===== config.mk =====
export PLATFORM = sky130hd
export DESIGN_NAME = periodic_timer_pool_core
export DESIGN_NICKNAME = d
export VERILOG_FILES = /design/src/hdl/ptp_pkg.sv /design/src/hdl/periodic_timer_pool_core.sv
export SDC_FILE = /design/constraint.sdc
export NUM_CORES = 1
export LEC_CHECK = 0
export BUFFER_PORTS_ARGS = -buffer_cell sky130_fd_sc_hd__buf_4
export CAP_MARGIN = 30
export CELL_PAD_IN_SITES_DETAIL_PLACEMENT = 1
export CELL_PAD_IN_SITES_GLOBAL_PLACEMENT = 1
export CORE_UTILIZATION = 51
export CTS_BUF_LIST = sky130_fd_sc_hd__clkbuf_16
export DETAILED_ROUTE_END_ITERATION = 7
export PLACE_DENSITY = 0.78
export SKIP_LAST_GASP = 1
export SLEW_MARGIN = 20
export SYNTH_ARGS = -nofsm -noshare
export SYNTH_HDL_FRONTEND = slang
export SYNTH_SLANG_ARGS = --single-unit

===== constraint.sdc =====
create_clock -name i_clk -period 7.4 [get_ports i_clk]
set_clock_uncertainty 0.15 [all_clocks]
set_input_delay 0.37 -clock i_clk [delete_from_list [all_inputs] [get_ports i_clk]]
set_output_delay 0.37 -clock i_clk [all_outputs]
set_load 0.02 [all_outputs]

===== src/hdl/ptp_pkg.sv =====
// Package: request/response types, command codes and defaults for the periodic timer pool.
`default_nettype none

package ptp_pkg;

    // Default sizing
    localparam int NUM_TIMERS_DEF    = 8;
    localparam int INTERVAL_BITS_DEF = 16;

    // Command codes
    localparam logic [2:0] CMD_TICK    = 3'd0;
    localparam logic [2:0] CMD_SET_IVL = 3'd1;
    localparam logic [2:0] CMD_SET_REP = 3'd2;
    localparam logic [2:0] CMD_START   = 3'd3;
    localparam logic [2:0] CMD_STOP    = 3'd4;

    // Sequencer states
    typedef enum logic [1:0] {
        S_IDLE,
        S_SCAN,
        S_DONE
    } t_state;

    // Request payload
    typedef struct packed {
        logic [2:0]  command;
        logic [2:0]  timer_index;
        logic [15:0] value;
    } t_req;

    // Response payload
    typedef struct packed {
        logic [7:0]  fired_mask;
        logic [15:0] ticks_to_next;
    } t_rsp;

endpackage

`default_nettype wire


===== src/hdl/periodic_timer_pool_core.sv =====
// Periodic timer pool: one request is applied, then every timer is visited once per request.
// The response is registered on the last timer of the scan and is valid in S_DONE.
// Requests wait until the last response is accepted; the single sweep over the interval
//   and remaining-count memories, one timer per cycle, paces the requests.
// Reset (synchronous, active low): all timers stopped, disarmed, one-shot, interval and
//   remaining count read as zero; the block is idle and ready.
`default_nettype none

module periodic_timer_pool_core #(
    parameter int NUM_TIMERS    = ptp_pkg::NUM_TIMERS_DEF,
    parameter int INTERVAL_BITS = ptp_pkg::INTERVAL_BITS_DEF
) (
    input  wire logic          i_clk,
    input  wire logic          i_rst_n,
    input  wire logic          i_req_valid,
    output logic               o_req_ready,
    input  wire ptp_pkg::t_req i_req,
    output logic               o_rsp_valid,
    input  wire logic          i_rsp_ready,
    output ptp_pkg::t_rsp      o_rsp
);
    import ptp_pkg::*;

    localparam int IW = (NUM_TIMERS > 1) ? $clog2(NUM_TIMERS) : 1;
    localparam int VB = INTERVAL_BITS;

    // Sequencer
    t_state r_state, n_state;
    logic   accept;
    logic   scan_en;
    logic   last;

    // Latched request
    logic [2:0]    r_cmd;
    logic          r_cidx_ok;
    logic [IW-1:0] r_caddr;

    // Request decode
    logic [6:0]    req_idx7;
    logic          req_idx_ok;
    logic [IW-1:0] req_addr;
    logic [31:0]   req_val32;

    // Timer flags and memory valid bits
    logic [NUM_TIMERS-1:0] r_repeat, r_running, r_armed;
    logic [NUM_TIMERS-1:0] r_iv_vld, r_rem_vld;

    // Interval and remaining-count memories
    logic [VB-1:0] r_iv_mem  [NUM_TIMERS];
    logic [VB-1:0] r_rem_mem [NUM_TIMERS];
    logic [VB-1:0] r_iv_q, r_rem_q;
    logic [IW-1:0] rd_addr;
    logic          iv_we;
    logic          rem_we;
    logic [VB-1:0] rem_wdata;

    // Scan datapath
    logic [IW-1:0] r_idx;
    logic [6:0]    idx7;
    logic [VB-1:0] iv_cur, rem_cur, rem_new, dist_ticks;
    logic          active, arm_new, fire, active_new;
    logic [VB-1:0] r_best, n_best;
    logic          r_any, n_any;
    logic [7:0]    r_fired, n_fired;
    logic [31:0]   best32;
    t_rsp          r_rsp;

    // Request decode
    assign req_idx7   = 7'(i_req.timer_index);
    assign req_idx_ok = (req_idx7 < 7'(NUM_TIMERS));
    assign req_addr   = req_idx7[IW-1:0];
    assign req_val32  = 32'(i_req.value);

    // Next state
    always_comb begin
        n_state = r_state;
        unique case (r_state)
            S_IDLE: if (i_req_valid) n_state = S_SCAN;
            S_SCAN: if (last) n_state = S_DONE;
            S_DONE: if (i_rsp_ready) n_state = S_IDLE;
            default: n_state = S_IDLE;
        endcase
    end

    // Sequencer outputs
    always_comb begin
        o_req_ready = (r_state == S_IDLE);
        o_rsp_valid = (r_state == S_DONE);
        scan_en     = (r_state == S_SCAN);
    end

    assign accept = i_req_valid && o_req_ready;
    assign last   = (r_idx == IW'(NUM_TIMERS - 1));

    always_ff @(posedge i_clk) begin
        if (!i_rst_n) begin
            r_state <= S_IDLE;
        end else begin
            r_state <= n_state;
        end
    end

    // Read address: first timer while idle, next timer while scanning
    always_comb begin
        if (scan_en && !last) begin
            rd_addr = r_idx + 1'b1;
        end else begin
            rd_addr = '0;
        end
    end

    // Interval memory: written by set-interval requests
    assign iv_we = accept && req_idx_ok && (i_req.command == CMD_SET_IVL);

    always_ff @(posedge i_clk) begin
        if (iv_we) begin
            r_iv_mem[req_addr] <= req_val32[VB-1:0];
        end
        r_iv_q <= r_iv_mem[rd_addr];
    end

    // Remaining-count memory: written during the scan
    always_ff @(posedge i_clk) begin
        if (rem_we) begin
            r_rem_mem[r_idx] <= rem_wdata;
        end
        r_rem_q <= r_rem_mem[rd_addr];
    end

    // Per-timer update for the timer under scan
    assign idx7    = 7'(r_idx);
    assign iv_cur  = r_iv_vld[r_idx]  ? r_iv_q  : '0;
    assign rem_cur = r_rem_vld[r_idx] ? r_rem_q : '0;
    assign active  = r_running[r_idx] && r_armed[r_idx];

    always_comb begin
        rem_new = rem_cur;
        arm_new = r_armed[r_idx];
        fire    = 1'b0;
        rem_we  = 1'b0;
        if (r_cmd == CMD_TICK) begin
            if (active) begin
                rem_we = 1'b1;
                if (rem_cur <= VB'(1)) begin
                    fire = 1'b1;
                    if (r_repeat[r_idx]) begin
                        rem_new = iv_cur;
                    end else begin
                        arm_new = 1'b0;
                        rem_we  = 1'b0;
                    end
                end else begin
                    rem_new = rem_cur - 1'b1;
                end
            end
        end else if (r_cmd == CMD_START && r_cidx_ok && r_idx == r_caddr) begin
            rem_new = iv_cur;
            rem_we  = 1'b1;
        end
        rem_we    = rem_we && scan_en;
        rem_wdata = rem_new;
    end

    // Running minimum of the pending distance, and fired mask
    assign active_new = r_running[r_idx] && arm_new;
    assign dist_ticks = (rem_new == '0) ? VB'(1) : rem_new;

    always_comb begin
        n_best  = r_best;
        n_any   = r_any;
        n_fired = r_fired;
        if (active_new && (!r_any || dist_ticks < r_best)) begin
            n_best = dist_ticks;
            n_any  = 1'b1;
        end
        if (fire && idx7 < 7'd8) begin
            n_fired[idx7[2:0]] = 1'b1;
        end
    end

    assign best32 = 32'(n_best);

    // Flags, valid bits and scan bookkeeping
    always_ff @(posedge i_clk) begin
        if (!i_rst_n) begin
            r_repeat  <= '0;
            r_running <= '0;
            r_armed   <= '0;
            r_iv_vld  <= '0;
            r_rem_vld <= '0;
            r_idx     <= '0;
        end else if (accept) begin
            r_idx <= '0;
            if (req_idx_ok) begin
                unique case (i_req.command)
                    CMD_SET_IVL: r_iv_vld[req_addr] <= 1'b1;
                    CMD_SET_REP: r_repeat[req_addr] <= i_req.value[0];
                    CMD_START: begin
                        r_running[req_addr] <= 1'b1;
                        r_armed[req_addr]   <= 1'b1;
                    end
                    CMD_STOP:  r_running[req_addr] <= 1'b0;
                    default: ;
                endcase
            end
        end else if (scan_en) begin
            r_armed[r_idx] <= arm_new;
            if (rem_we) begin
                r_rem_vld[r_idx] <= 1'b1;
            end
            if (!last) begin
                r_idx <= r_idx + 1'b1;
            end
        end
    end

    // Latched request and accumulators
    always_ff @(posedge i_clk) begin
        if (accept) begin
            r_cmd     <= i_req.command;
            r_cidx_ok <= req_idx_ok;
            r_caddr   <= req_addr;
            r_best    <= '0;
            r_any     <= 1'b0;
            r_fired   <= '0;
        end else if (scan_en) begin
            r_best  <= n_best;
            r_any   <= n_any;
            r_fired <= n_fired;
        end
    end

    // Response register, loaded on the last timer of the scan
    always_ff @(posedge i_clk) begin
        if (scan_en && last) begin
            r_rsp.fired_mask <= n_fired;
            if (!n_any) begin
                r_rsp.ticks_to_next <= '0;
            end else if (best32 > 32'h0000_FFFF) begin
                r_rsp.ticks_to_next <= 16'hFFFF;
            end else begin
                r_rsp.ticks_to_next <= best32[15:0];
            end
        end
    end

    assign o_rsp = r_rsp;

endmodule

`default_nettype wire


* Word-level counts from Yosys, hierarchy flattened
Memory sizes are Yosys's and may differ from the RTL's. A register that Yosys moved wholly into a read port is not among the register bits. Index checks and enable logic that the tools add are counted. W data, S select, Z words.
Operators by class: bitwise gates (word level) 10, reduce and logical (&&, ||, !) cells 30, add/sub/neg operators 2, equal/unequal tests 14, order comparisons 9, muxes and demuxes 54
Operator list (number):
- $mux W16 | 10
- $mux W8 | 5
- $or A8 B8 Y8 | 5
- $mux W1 | 24
- $reduce_and A3 Y1 | 6
- $bwmux W8 | 2
- $gt A16 B16 Y1 const B | 1
- $le A16 B1 Y1 const B | 1
- $logic_not A16 Y1 | 1
- $lt A16 B16 Y1 | 1
- $lt A3 B4 Y1 const B | 4
- $pmux W8 S2 | 1
- $sub A16 B1 Y16 const B | 1
- $bmux W1 S3 | 5
- $logic_and A1 B1 Y1 | 14
- $eq A3 B2 Y1 const B | 3
- $and A8 B8 Y8 | 1
- $ne A2 B1 Y1 const B | 4
- $not A8 Y8 | 1
- $demux W1 S3 | 2
- $eq A3 B3 Y1 const B | 2
- $ge A3 B1 Y1 const B | 2
- $mux W2 | 3
- $pmux W2 S3 | 1
- other kinds (15) | 19
Word-level totals: RAM bits 256, flip-flop bits (word level) 101, output and inout port bits 26, memories 2
Memories:
- r_iv_mem | words 8, width 16, rd ports 1, clocked after memory_dff 1, write ports 1, RTL line periodic_timer_pool_core.sv:49 | logic [VB-1:0] r_iv_mem [NUM_TIMERS];
- r_rem_mem | words 8, width 16, rd ports 1, clocked after memory_dff 1, write ports 1, RTL line periodic_timer_pool_core.sv:50 | logic [VB-1:0] r_rem_mem [NUM_TIMERS];

* Logic depth before layout (Yosys ltp)
Gate-level depths: netlist (run 1).
depth in word-level cells 15, gate-level depth with buffers 33, gate-level depth less buffers 25

* Worst setup path before layout (run 1)
No wires, ideal clock.
path kind register to register, from register r_idx[1], to register r_best[10], clock period less this slack 5831 ps, required time 7109 ps, arrival 5540 ps, stages on the path, launching flop included 30, slack 1569 ps, cells stage by stage dfxtp_1 > buf_6 > buf_6 > mux2i_1 > mux4_2 > nand2_2 > buf_2 > buf_2 > nand2_1 > ha_1 > nor2_1 > nor2_1 > a2bb2oi_1 > nor2_1 > o311a_1 > nor2_1 > nand2_1 > ha_1 > a21o_1 > a21o_1 > a21o_1 > a21o_1 > a21oi_1 > o211a_1 > nand4_1 > a41oi_1 > nor3_4 > nor3_2 > buf_4 > o31ai_2
Between the ends: cells in the longest elaborated chain, start to end 13, elaborated cells between the ends (all ways) 33, those cells by class add/sub (1); order compare (2); eq/ne (1); mux (23); reduce/logical (6)
Ends and longest elaborated chain:
- start: declaration | RTL line periodic_timer_pool_core.sv:58 | logic [IW-1:0] r_idx;
- start signal: assignment | RTL line periodic_timer_pool_core.sv:212 | r_idx <= r_idx + 1'b1;
- $bmux W1 S3, on equally long branches | RTL line periodic_timer_pool_core.sv:133, periodic_timer_pool_core.sv:132
- $mux W1, on equally long branches | RTL line periodic_timer_pool_core.sv:133, periodic_timer_pool_core.sv:132
- $mux W16, on equally long branches | RTL line periodic_timer_pool_core.sv:133, periodic_timer_pool_core.sv:132
- $sub A16 B1 Y16, or another cell as far along | RTL line periodic_timer_pool_core.sv:153 | rem_new = rem_cur - 1'b1;
- $mux W16 | RTL line periodic_timer_pool_core.sv:144 | if (rem_cur <= VB'(1)) begin
- $mux W16 | RTL line periodic_timer_pool_core.sv:142 | if (active) begin
- $mux W16 | RTL line periodic_timer_pool_core.sv:141 | if (r_cmd == CMD_TICK) begin
- $logic_not A16 Y1 | RTL line periodic_timer_pool_core.sv:166 | assign dist_ticks = (rem_new == '0) ? VB'(1) : rem_new;
- $mux W16 | RTL line periodic_timer_pool_core.sv:166
- $lt A16 B16 Y1 | RTL line periodic_timer_pool_core.sv:172 | if (active_new && (!r_any || dist_ticks < r_best)) begin
- $logic_or A1 B1 Y1 | RTL line periodic_timer_pool_core.sv:172
- $logic_and A1 B1 Y1 | RTL line periodic_timer_pool_core.sv:172
- $mux W16 (*) | RTL line periodic_timer_pool_core.sv:172
- end signal: assignment | RTL line periodic_timer_pool_core.sv:227 | r_best <= n_best;
- end: declaration | RTL line periodic_timer_pool_core.sv:62 | logic [VB-1:0] r_best, n_best;
Mark *: on every way between the ends. The rest lies on a longest branch, timed or not. The select of a mux whose other input is x is not followed. A chain may end at the register's enable or synchronous reset.

* Final worst setup path (run 1)
from register r_idx[1], to register r_rsp, in the netlist o_rsp[13] (data pin)
Between the ends: cells in the longest elaborated chain, start to end 15, elaborated cells between the ends (all ways) 36, those cells by class add/sub (1); order compare (3); eq/ne (1); mux (25); reduce/logical (6)
Ends and longest elaborated chain:
- $bmux W1 S3, on equally long branches | RTL line periodic_timer_pool_core.sv:133, periodic_timer_pool_core.sv:132
- $mux W1, on equally long branches | RTL line periodic_timer_pool_core.sv:133, periodic_timer_pool_core.sv:132
- $mux W16, on equally long branches | RTL line periodic_timer_pool_core.sv:133, periodic_timer_pool_core.sv:132
- $sub A16 B1 Y16, or another cell as far along | RTL line periodic_timer_pool_core.sv:153
- $mux W16 | RTL line periodic_timer_pool_core.sv:144
- $mux W16 | RTL line periodic_timer_pool_core.sv:142
- $mux W16 | RTL line periodic_timer_pool_core.sv:141
- $logic_not A16 Y1 | RTL line periodic_timer_pool_core.sv:166
- $mux W16 | RTL line periodic_timer_pool_core.sv:166
- $lt A16 B16 Y1 | RTL line periodic_timer_pool_core.sv:172
- $logic_or A1 B1 Y1 | RTL line periodic_timer_pool_core.sv:172
- $logic_and A1 B1 Y1 | RTL line periodic_timer_pool_core.sv:172
- $mux W16 | RTL line periodic_timer_pool_core.sv:172
- $gt A16 B16 Y1 | RTL line periodic_timer_pool_core.sv:239 | end else if (best32 > 32'h0000_FFFF) begin
- $mux W16 | RTL line periodic_timer_pool_core.sv:239
- end: declaration | RTL line periodic_timer_pool_core.sv:66 | t_rsp r_rsp;
Parallel ways exist; a longest one is shown, timed or not. The select of a mux whose other input is x is not followed.

==> results.md, run 1 <==
- Critical Path Start Type: flop
- Static Leak: 0.00671 uW
- Area Overhead vs Synth: 14.3%
- Post-CTS sizing: 0
- Crit-path max cell delay: 0.67 ns
- Worst vdd ir: 0.224 mV
- Crit path required time: 7.58 ns
- Async set-reset flop share out of synthesis: 0%
- Stages on worst setup path: 25
- Max-slew violations: 0
- Global-route wire length before repair: 77,500 um
- Initial core utilization: 52.2%
- Area of the multi-input gates: 6120 um^2
- Drt via density: 6.24
- Die Footprint: 34,400 um^2
- Largest net degree at the start of global routing: 65
- Number of clock sinks seen by CTS: 388
- # IOs: 52
- Final RePlAce weighted congestion: 0.951
- FF+latch count, synth: 388
- Post-CTS Setup Bufs: 0
- Routed WL: 51,300 um
- Worst Path Buf+Inv: 2
- Distinct cells, synth: 84
- CP max FO: 32
- CP Capture Type: flop
- FMAX: 147 MHz
- H-tree depth: 2
- Syn. warnings: 0
- Hold Vio Cnt, Final: 0
- Final setup violation count: 0
- Mapped Nets: 1,410
- Total GRT Usage: 30.6%
- CTS Buf Count: 40
- Fill cells: 3,350
- Fin area: 19,600 um^2
- R2r worst-path depth: 25
- # diodes: 0
- Fin crit period: 6.81 ns
- DR vias: 12,000
- CTS root buf: clkbuf_16
- Vias in the first global route: 12,700
- CTS max path bufs: 3
- Drt wl/cell: 26.6 um
- Power Density: 230 nW/um^2
- CP Class: reg -> reg
- Gate Count Post-Synth: 1,365
- RSZ-0062 raised after global routing: no
- Post-synth EDFFs: 286
- Slew of the pin with the lowest slew margin: 0.969 ns
- Cell Area, Placed: 18,100 um^2
- # DRC: 0
- Die Y: 186 um
- Max_cap viols: 0
- WP data arrival: 6.99 ns
- CTS tree: built
- Layout Nets: 1,496
- Avg Cell Area, Syn: 12.6 um^2
- Setup_tns: 0 ns
- Worst path slowest cell: o2bb2ai_1
- Core ar.: 32,900 um^2
- Status: finished, final reports clean
- Worst hold path depth: 1
- Crit share post-route: 92.1%
- Worst Hold Class: in -> reg
- Port Buffers: 51
- GRT Residual Overflow: 0
- ANT nets after route: 0
- Register clock-pin slew on the reported worst setup and hold paths: 0.06 ns
- Top FF cell, synth: edfxtp_1
- Detailed placement HPWL: 34,100 um
- Worst-Skew Late Latency: 0.53 ns
- Kind of cell adding the most delay to the critical path: compound AO/OA/AOI/OAI gates
- Seq/Total Area, Yosys: 61.9%
- Initial antenna violation count: 0
- Register area: 10,600 um^2
- Mapped Area: 17,200 um^2
- TritonRoute pass-1 iters: 7
- Die Wd: 186 um
- Share of post-route cells with drive strength above 1: 17.1%
- Row cnt: 66
- Slew HR: 35.4%
- Crit-path most repeated cell: a21o_1
- Initial DRC count: 1,093
## synthesized netlist by cell type (4+ instances only)
cell / n / area (um^2)
o211a_1: 10 / 100
o31ai_2: 9 / 113
nand2b_1: 7 / 43.8
inv_1: 26 / 97.6
or2_2: 5 / 31.3
o21ai_1: 6 / 30.0
edfxtp_1: 286 / 8590
o21a_1: 21 / 158
dfxtp_1: 102 / 2040
a32oi_1: 5 / 43.8
nor3_1: 29 / 145
a21boi_0: 6 / 45.0
nor2_1: 136 / 510
nand2_1: 87 / 327
and2_1: 16 / 100
o21ai_0: 122 / 611
and3b_1: 4 / 35.0
buf_1: 6 / 22.5
nand3_2: 10 / 100
a211oi_1: 18 / 135
clkbuf_1: 49 / 184
nor2b_1: 46 / 288
o221a_2: 8 / 90.1
nand3_1: 34 / 170
a32o_1: 4 / 40.0
mux4_2: 36 / 811
o221ai_1: 7 / 61.3
or3_1: 12 / 75.1
o31ai_1: 12 / 90.1
a31oi_1: 7 / 43.8
ha_1: 19 / 238
a21oi_1: 34 / 170
nand4_1: 8 / 50.1
a221o_1: 6 / 60.1
o311ai_0: 4 / 35.0
and3_1: 9 / 56.3
mux2i_1: 45 / 450
o21bai_1: 8 / 60.1
buf_2: 10 / 50.1
buf_6: 6 / 67.6
nand3b_1: 5 / 37.5
buf_4: 6 / 45.0
a21o_1: 11 / 82.6
## power by group
| group | switching, uW | leakage (uW) | internal, uW | total, uW |
|---|---|---|---|---|
| registers | 23.7 | 0.00321 | 2340 | 2360 |
| clock network | 829 | 0.000636 | 1100 | 1920 |
| logic | 142 | 0.00287 | 79.9 | 221 |
## layer usage
metal,global-route usage (%),routed length [um]
met1,38.9,20900
met2,52.7,25700
met3,4.09,2610
met4,12.3,2030
met5,0,0
## cell families (layout without fill, tap and decap cells)
logic type / Yosys count / count (layout) / share of synthesized area, %
buffers and inverters: 103 / 220 / 2.72
AOI/OAI and AO/OA: 333 / 333 / 13.3
xor gates and xnor gates: 3 / 3 / 0.153
DFF: 388 / 388 / 61.9
and+or+nand+nor: 432 / 432 / 12.8
muxes: 87 / 87 / 7.76
adders and majority gates: 19 / 19 / 1.38
## layout by cell type, fill, tap and decap left out, types with 21 or more instances in the layout
| cell | n |
|---|---|
| nor2_1 | 129 |
| o21ai_0 | 122 |
| nand3_1 | 34 |
| dfxtp_1 | 101 |
| mux2i_1 | 45 |
| nor3_1 | 28 |
| clkbuf_16 | 42 |
| buf_4 | 95 |
| edfxtp_1 | 286 |
| o21a_1 | 21 |
| mux4_2 | 36 |
| dlygate4sd3_1 | 22 |
| nand2_1 | 86 |
| inv_1 | 32 |
| nor2b_1 | 46 |
| a21oi_1 | 34 |
## flip-flops by register name, indices dropped and copies added (netlist names), named ones only
signal / count
r_rem_mem: 128
r_caddr: 3
r_rem_vld: 8
r_state: 2
r_iv_q: 16
r_iv_vld: 8
o_rsp: 24
r_repeat: 8
r_idx: 3
r_rem_q: 16
r_best: 16
r_any: 1
r_cmd: 3
r_armed: 8
r_iv_mem: 128
r_fired: 8
## final timing paths
kind,from,to,slack [ns]
worst max-delay path,r_idx[1]$_SDFFE_PP0P_,o_rsp[13]$_SDFFCE_PN0P_,0.59
worst max register to register,r_idx[1]$_SDFFE_PP0P_,o_rsp[13]$_SDFFCE_PN0P_,0.59
worst min register to register,r_rem_vld[7]$_SDFFE_PN0P_,r_rem_vld[7]$_SDFFE_PN0P_,0.32
worst min-delay path,i_req[0],r_iv_mem[0][0]$_DFFE_PP_,0.04
## layout make-up
| type | count | area share [%] |
|---|---|---|
| clock buffer | 42 | 5.36 |
| clock inverter | 31 | 0.995 |
| inverter | 26 | 0.497 |
| multi-input combinational | 874 | 31.2 |
| sequential | 388 | 54.2 |
| tap | 442 | 2.82 |
| timing repair buffer | 121 | 4.97 |
## through the flow
step / setup WS, ns / std cells / total power (uW) / utilization, % / hold WS, ns
finish: 0.587 / 1924 / 4510 / 59.7 / 0.0363
global route: 0.144 / 1924 / 4620 / 59.7 / 0.0280
CTS: 0.663 / 1920 / 4520 / 59.6 / 0.0195
detailed placement: 0.701 / 1825 / 2610 / 55.2 / 0.304
global placement: 1.00 / 1822 / 2600 / 55.0 / 0.291
floorplan: 1.57 / 1365 / 2530 / - / 0.283
## repair_timing
action | 4_1_cts | 5_1_grt
hold buffers | 22 | 0
setup endpoints to repair | 0 | 0
hold endpoints to repair | 127 | 0
Note: power is estimated with default switching activity, not from simulation.
==> run 2: changes to the inputs <==
ABC_AREA = 1   (was unset)
CORE_UTILIZATION = 49   (was 51)
==> results.md, run 2 <==
- Status: finished, final reports clean
- Largest net degree at the start of global routing: 82
- CTS root buf: clkbuf_16
- Area leader, netlist: edfxtp_1
- # diodes: 0
- Mux share of post-synthesis cell area: 0%
- Number of clock sinks seen by CTS: 388
- Avg Cell Area, Syn: 9.79 um^2
- Core Util, Final: 56.4%
- CTS Buf Count: 42
- Die Wd: 189 um
- ANT nets after route: 0
- Crit path required time: 7.73 ns
- CP Class: reg -> reg
- Total GRT Usage: 29.2%
- # IOs: 52
- Inst Count DP: 2,195
- Synth top area share: 50.3%
- Port Buffers: 51
- Fin crit period: 5.41 ns
- Crit share post-route: 73.2%
- Crit-path most repeated cell: nand2_1
- WP data arrival: 5.75 ns
- Fin area: 19,400 um^2
- Post-Synth Simple-Gate Area: 19.5%
- Commonest cells post-synth: nand2_1, edfxtp_1, nor2_1
- Slew of the pin with the lowest slew margin: 0.938 ns
- Die Footprint: 35,600 um^2
- Area Overhead vs Synth: 13.6%
- Complex-gate fraction of the synthesized area: 11.2%
- Power Density: 243 nW/um^2
- Drt via density: 5.84
- Commonest cells after routing, fill and taps aside: nand2_1, edfxtp_1, nor2_1, inv_1, nand3_1
- Share of post-route cells with drive strength above 1: 9.73%
- DR vias: 13,400
- # DRC: 0
- GRT Residual Overflow: 0
- Non-Filler Instances: 2,295
- Worst vdd ir: 0.195 mV
- Setup_tns: 0 ns
- Post-CTS Setup Bufs: 0
- Max_cap viols: 0
- CTS max path bufs: 3
- CTS tree: built
- CP Capture Type: flop
- Routed WL: 51,300 um
- FF+latch count, synth: 388
- Critical Path Start Type: flop
- Max-slew violations: 0
- Commonest non-fill, non-tap cell in the layout: nand2_1
- Crit-path max cell delay: 0.65 ns
- H-tree depth: 2
- Mapped Nets: 1,791
- Worst-Skew Late Latency: 0.56 ns
- Seq/Total Area, Yosys: 62.2%
- Global-route wire length before repair: 79,400 um
- Largest family of logic cells by synthesized area: simple AND/OR/NAND/NOR gates
- Core ar.: 34,500 um^2
- Distinct cells, synth: 41
- Static Leak: 0.00786 uW
- Die Y: 189 um
- Async set-reset flop share out of synthesis: 0%
- TritonRoute pass-1 iters: 5
- CP max FO: 17
- Final setup violation count: 0
- Slew HR: 37.5%
- FMAX: 185 MHz
- Register clock-pin slew on the reported worst setup and hold paths: 0.06 ns
- Detailed placement HPWL: 31,800 um
- Top FF cell, synth: edfxtp_1
- Most frequent cell after synthesis: nand2_1
- Initial core utilization: 49.6%
- Cells taking the most area after synthesis: edfxtp_1, dfxtp_1, nand2_1
- Worst Hold Class: in -> reg
- Worst path slowest cell: dfxtp_1
- Vias in the first global route: 14,100
- RSZ-0062 raised after global routing: no
- Syn. warnings: 0
- Adder-cell share of the synthesized area: 1.39%
- Layout Nets: 1,852
- Gate Count Post-Synth: 1,746
- Row cnt: 68
- Initial antenna violation count: 0
- Initial DRC count: 858
- Xor-xnor portion of the synthesized cell area: 0.256%
- Post-synth EDFFs: 286
- Final RePlAce weighted congestion: 0.949
- Drt wl/cell: 22.3 um
- Mapped Area: 17,100 um^2
- Cell Area, Placed: 17,900 um^2
- Hold Vio Cnt, Final: 0
-- run 2: changes by cell type after synthesis, sizes merged, moves of 46 or more --
cell	previous run	this run
a21oi	35	87
inv	26	138
nand2	89	420
nand3	44	116
nor2	136	185
nor2b	46	0
-- run 2: cell type report --
type,instances,area (um^2)
well taps,455,569
multi-input cells,1126,5530
clock inverters,34,198
inverters,143,538
clock buffers,43,1080
repair buffers,106,873
flip-flops and latches,388,10600
fillers,3815,15000
-- run 2: cell families (layout without fill, tap and decap cells) --
kind of cell,count (synthesis),after routing
XOR/XNOR,5,5
buffers and inverters,232,326
flip-flops,388,388
adder cells (fa/ha/maj),19,19
AND/OR/NAND/NOR,786,786
AO/OA/AOI/OAI,316,316
-- run 2: metrics by stage --
stage	worst slack, ns	hold slack (ns)	total power (uW)
after floorplan	3.36	0.290	2660
final	1.99	0.0328	4710
after global routing	1.37	0.0286	4860
after global placement	2.26	0.299	2770
after CTS	2.02	0.0168	4730
after detailed placement	2.07	0.309	2780
-- run 2: critical path, delay by kind of cell, from the launching register on --
family	cells	cell delay, ns
and+or+nand+nor	26	3.34
buffers and inverters	4	0.86
DFF	1	0.65
AOI/OAI and AO/OA	1	0.32
-- run 2: path summary, 6_finish.rpt --
check | start | to | slack (ns) | cells after the start
hold / removal | i_rst_n | r_rem_vld[4]$_SDFFE_PN0P_ | 0.03 | 2
setup / recovery | r_idx[2]$_SDFFE_PP0P_ | r_best[2]$_SDFFE_PP0P_ | 1.99 | 31
setup reg to reg | r_idx[2]$_SDFFE_PP0P_ | r_best[2]$_SDFFE_PP0P_ | 1.99 | 31
hold reg to reg | r_rem_vld[4]$_SDFFE_PN0P_ | r_rem_vld[4]$_SDFFE_PN0P_ | 0.33 | 1
-- run 2: routing by layer --
layer  global-route usage [%]  vias up  wire (um)
met1                     36.1     6736      21300
met5                        0        -          0
met4                     11.3        0       1650
li1                         -     6196          -
met3                     4.27      109       2410
met2                     51.3      359      25900
-- run 2: what timing repair did --
action	4_1_cts	5_1_grt
hold buffers	23	0
hold endpoints to repair	135	0
gates resized for setup	0	0
-- run 2: power by group --
part	leakage, uW	internal [uW]	switching (uW)
logic	0.00379	106	253
clock network	0.000655	1090	864
registers	0.00342	2360	33.0
total	0.00786	3560	1150
==> run 3: changes to the inputs <==
CORE_UTILIZATION = 44   (was 49)
PLACE_DENSITY = 0.74   (was 0.78)
clock period = 4.8 ns   (was 7.4 ns; I/O delays follow)
==> results.md, run 3 (same netlist as run 2, synthesis figures left out) <==
- Share of post-route cells with drive strength above 1: 11.6%
- DR vias: 13,300
- Slew of the pin with the lowest slew margin: 0.850 ns
- Register area: 10,600 um^2
- Total GRT Usage: 27.1%
- Commonest cells after routing, fill and taps aside: nand2_1, edfxtp_1, nor2_1, inv_1, nand3_1
- Crit-path max cell delay: 0.48 ns
- Initial DRC count: 846
- Initial antenna violation count: 1
- Crit share post-route: 91.9%
- Commonest non-fill, non-tap cell in the layout: nand2_1
- # diodes: 0
- Register clock-pin slew on the reported worst setup and hold paths: 0.06 ns
- Layout Nets: 1,882
- Crit-path most repeated cell: nand2_1
- Worst path slowest cell: dfxtp_2
- Worst Hold Class: in -> reg
- Crit path required time: 5.07 ns
- WP data arrival: 4.68 ns
- Setup crit start: r_idx[0]$_SDFFE_PP0P_
- Core ar.: 37,900 um^2
- TritonRoute pass-1 iters: 5
- Kind of cell adding the most delay to the critical path: simple AND/OR/NAND/NOR gates
- Row cnt: 71
- CTS max path bufs: 3
- Fin crit period: 4.41 ns
- # IOs: 52
- CTS tree: built
- Final setup violation count: 0
- Worst-Skew Late Latency: 0.55 ns
- Detailed placement HPWL: 34,100 um
- Fin area: 19,800 um^2
- Max_cap viols: 0
- Routed WL: 52,400 um
- CTS Buf Count: 42
- Post-CTS Setup Bufs: 0
- Critical Path Start Type: flop
- Max-slew violations: 0
- Vias in the first global route: 14,200
- CP Class: reg -> reg
- Status: finished, final reports clean
- Global-route wire length before repair: 80,500 um
- Port Buffers: 51
- Initial core utilization: 45.1%
- CTS root buf: clkbuf_16
- Power Density: 369 nW/um^2
- Worst Path Buf+Inv: 4
- Fill cells: 4,235
- Drt wl/cell: 22.0 um
- Area Overhead vs Synth: 15.8%
- Worst vdd ir: 0.267 mV
- Cell Area, Placed: 18,200 um^2
- FMAX: 227 MHz
- # DRC: 0
- Largest net degree at the start of global routing: 105
- Drt via density: 5.60
- Area of the multi-input gates: 5580 um^2
- Die Footprint: 39,600 um^2
- Final RePlAce weighted congestion: 0.959
- CP Capture Type: flop
- H-tree depth: 2
- ANT nets after route: 0
- Hold path start: i_req_valid
- Slew HR: 43.2%
- GRT Residual Overflow: 0
- Die Wd: 199 um
- Setup_tns: 0 ns
- Hold Vio Cnt, Final: 0
- Die Y: 199 um
- Number of clock sinks seen by CTS: 388
- R2R Path Start: r_idx[0]$_SDFFE_PP0P_
- CP max FO: 17
- RSZ-0062 raised after global routing: no
- Static Leak: 0.00800 uW
==> run 3: changes by cell type in the layout (fill, tap and decap cells not counted), moves of 2 or more <==
cell | before | now
buf_4 | 82 | 110
dfxtp_1 | 102 | 99
nand2_8 | 0 | 2
clkinv_1 | 17 | 15
nor2_1 | 176 | 174
dfxtp_2 | 0 | 3
clkinvlp_4 | 2 | 4
nor2_2 | 7 | 9
clkinv_2 | 9 | 7
==> run 3: path summary, 6_finish.rpt <==
path	end	slack [ns]	cells past startpoint
max	r_best[3]$_SDFFE_PP0P_	0.39	29
min	r_fired[5]$_SDFFE_PP0P_	0.20	4
max reg2reg	r_best[3]$_SDFFE_PP0P_	0.39	29
min reg2reg	r_rem_vld[5]$_SDFFE_PN0P_	0.32	1
==> run 3: routing by layer <==
layer / up-vias / GRT usage (%) / share of wire [%]
li1: 6244 / - / -
met5: - / 0 / 0.025
met4: 2 / 10.1 / 3.2
met3: 102 / 4.66 / 5.3
met2: 349 / 45.7 / 49
met1: 6648 / 34.9 / 43
==> run 3: cell type report <==
| class | count | area share [%] |
|---|---|---|
| Clock buffer | 43 | 5.44 |
| Sequential cell | 388 | 53.8 |
| Timing Repair Buffer | 136 | 5.57 |
| Inverter | 143 | 2.74 |
| Multi-Input combinational cell | 1126 | 28.2 |
| Clock inverter | 34 | 1.08 |
| Tap cell | 511 | 3.23 |
==> run 3: stage by stage <==
stage | utilization, % | power (uW) | hold WS [ns] | setup WS, ns | instances
finish | 52.1 | 7300 | 0.204 | 0.391 | 2381
global route | 52.1 | 7520 | 0.234 | 0.0318 | 2381
detailed placement | 48.0 | 4310 | 0.298 | 0.0944 | 2280
global placement | 48.0 | 4280 | 0.299 | 0.256 | 2279
floorplan | - | 4100 | 0.189 | 0.756 | 1746
CTS | 52.0 | 7340 | 0.178 | 0.0301 | 2381
==> run 3: worst register-to-register path, delay by kind of cell, from the launching register on <==
family,cells,cell delay [ns]
compound gates,4,0.71
fa+ha+maj,2,0.48
buf+inv,4,0.39
flops,1,0.48
simple gates,19,2.11
==> run 3: power by group <==
group	switching, uW	internal, uW	leakage (uW)	total, uW
logic	390	172	0.00392	562
registers	58.4	3640	0.00342	3700
clock network	1300	1730	0.000663	3040
==> run 3: what timing repair did <==
item | CTS | global route
resized for setup | 0 | 11
setup endpoints to repair | 0 | 32
hold buffers | 24 | 0
endpoints found under the hold margin | 164 | 0
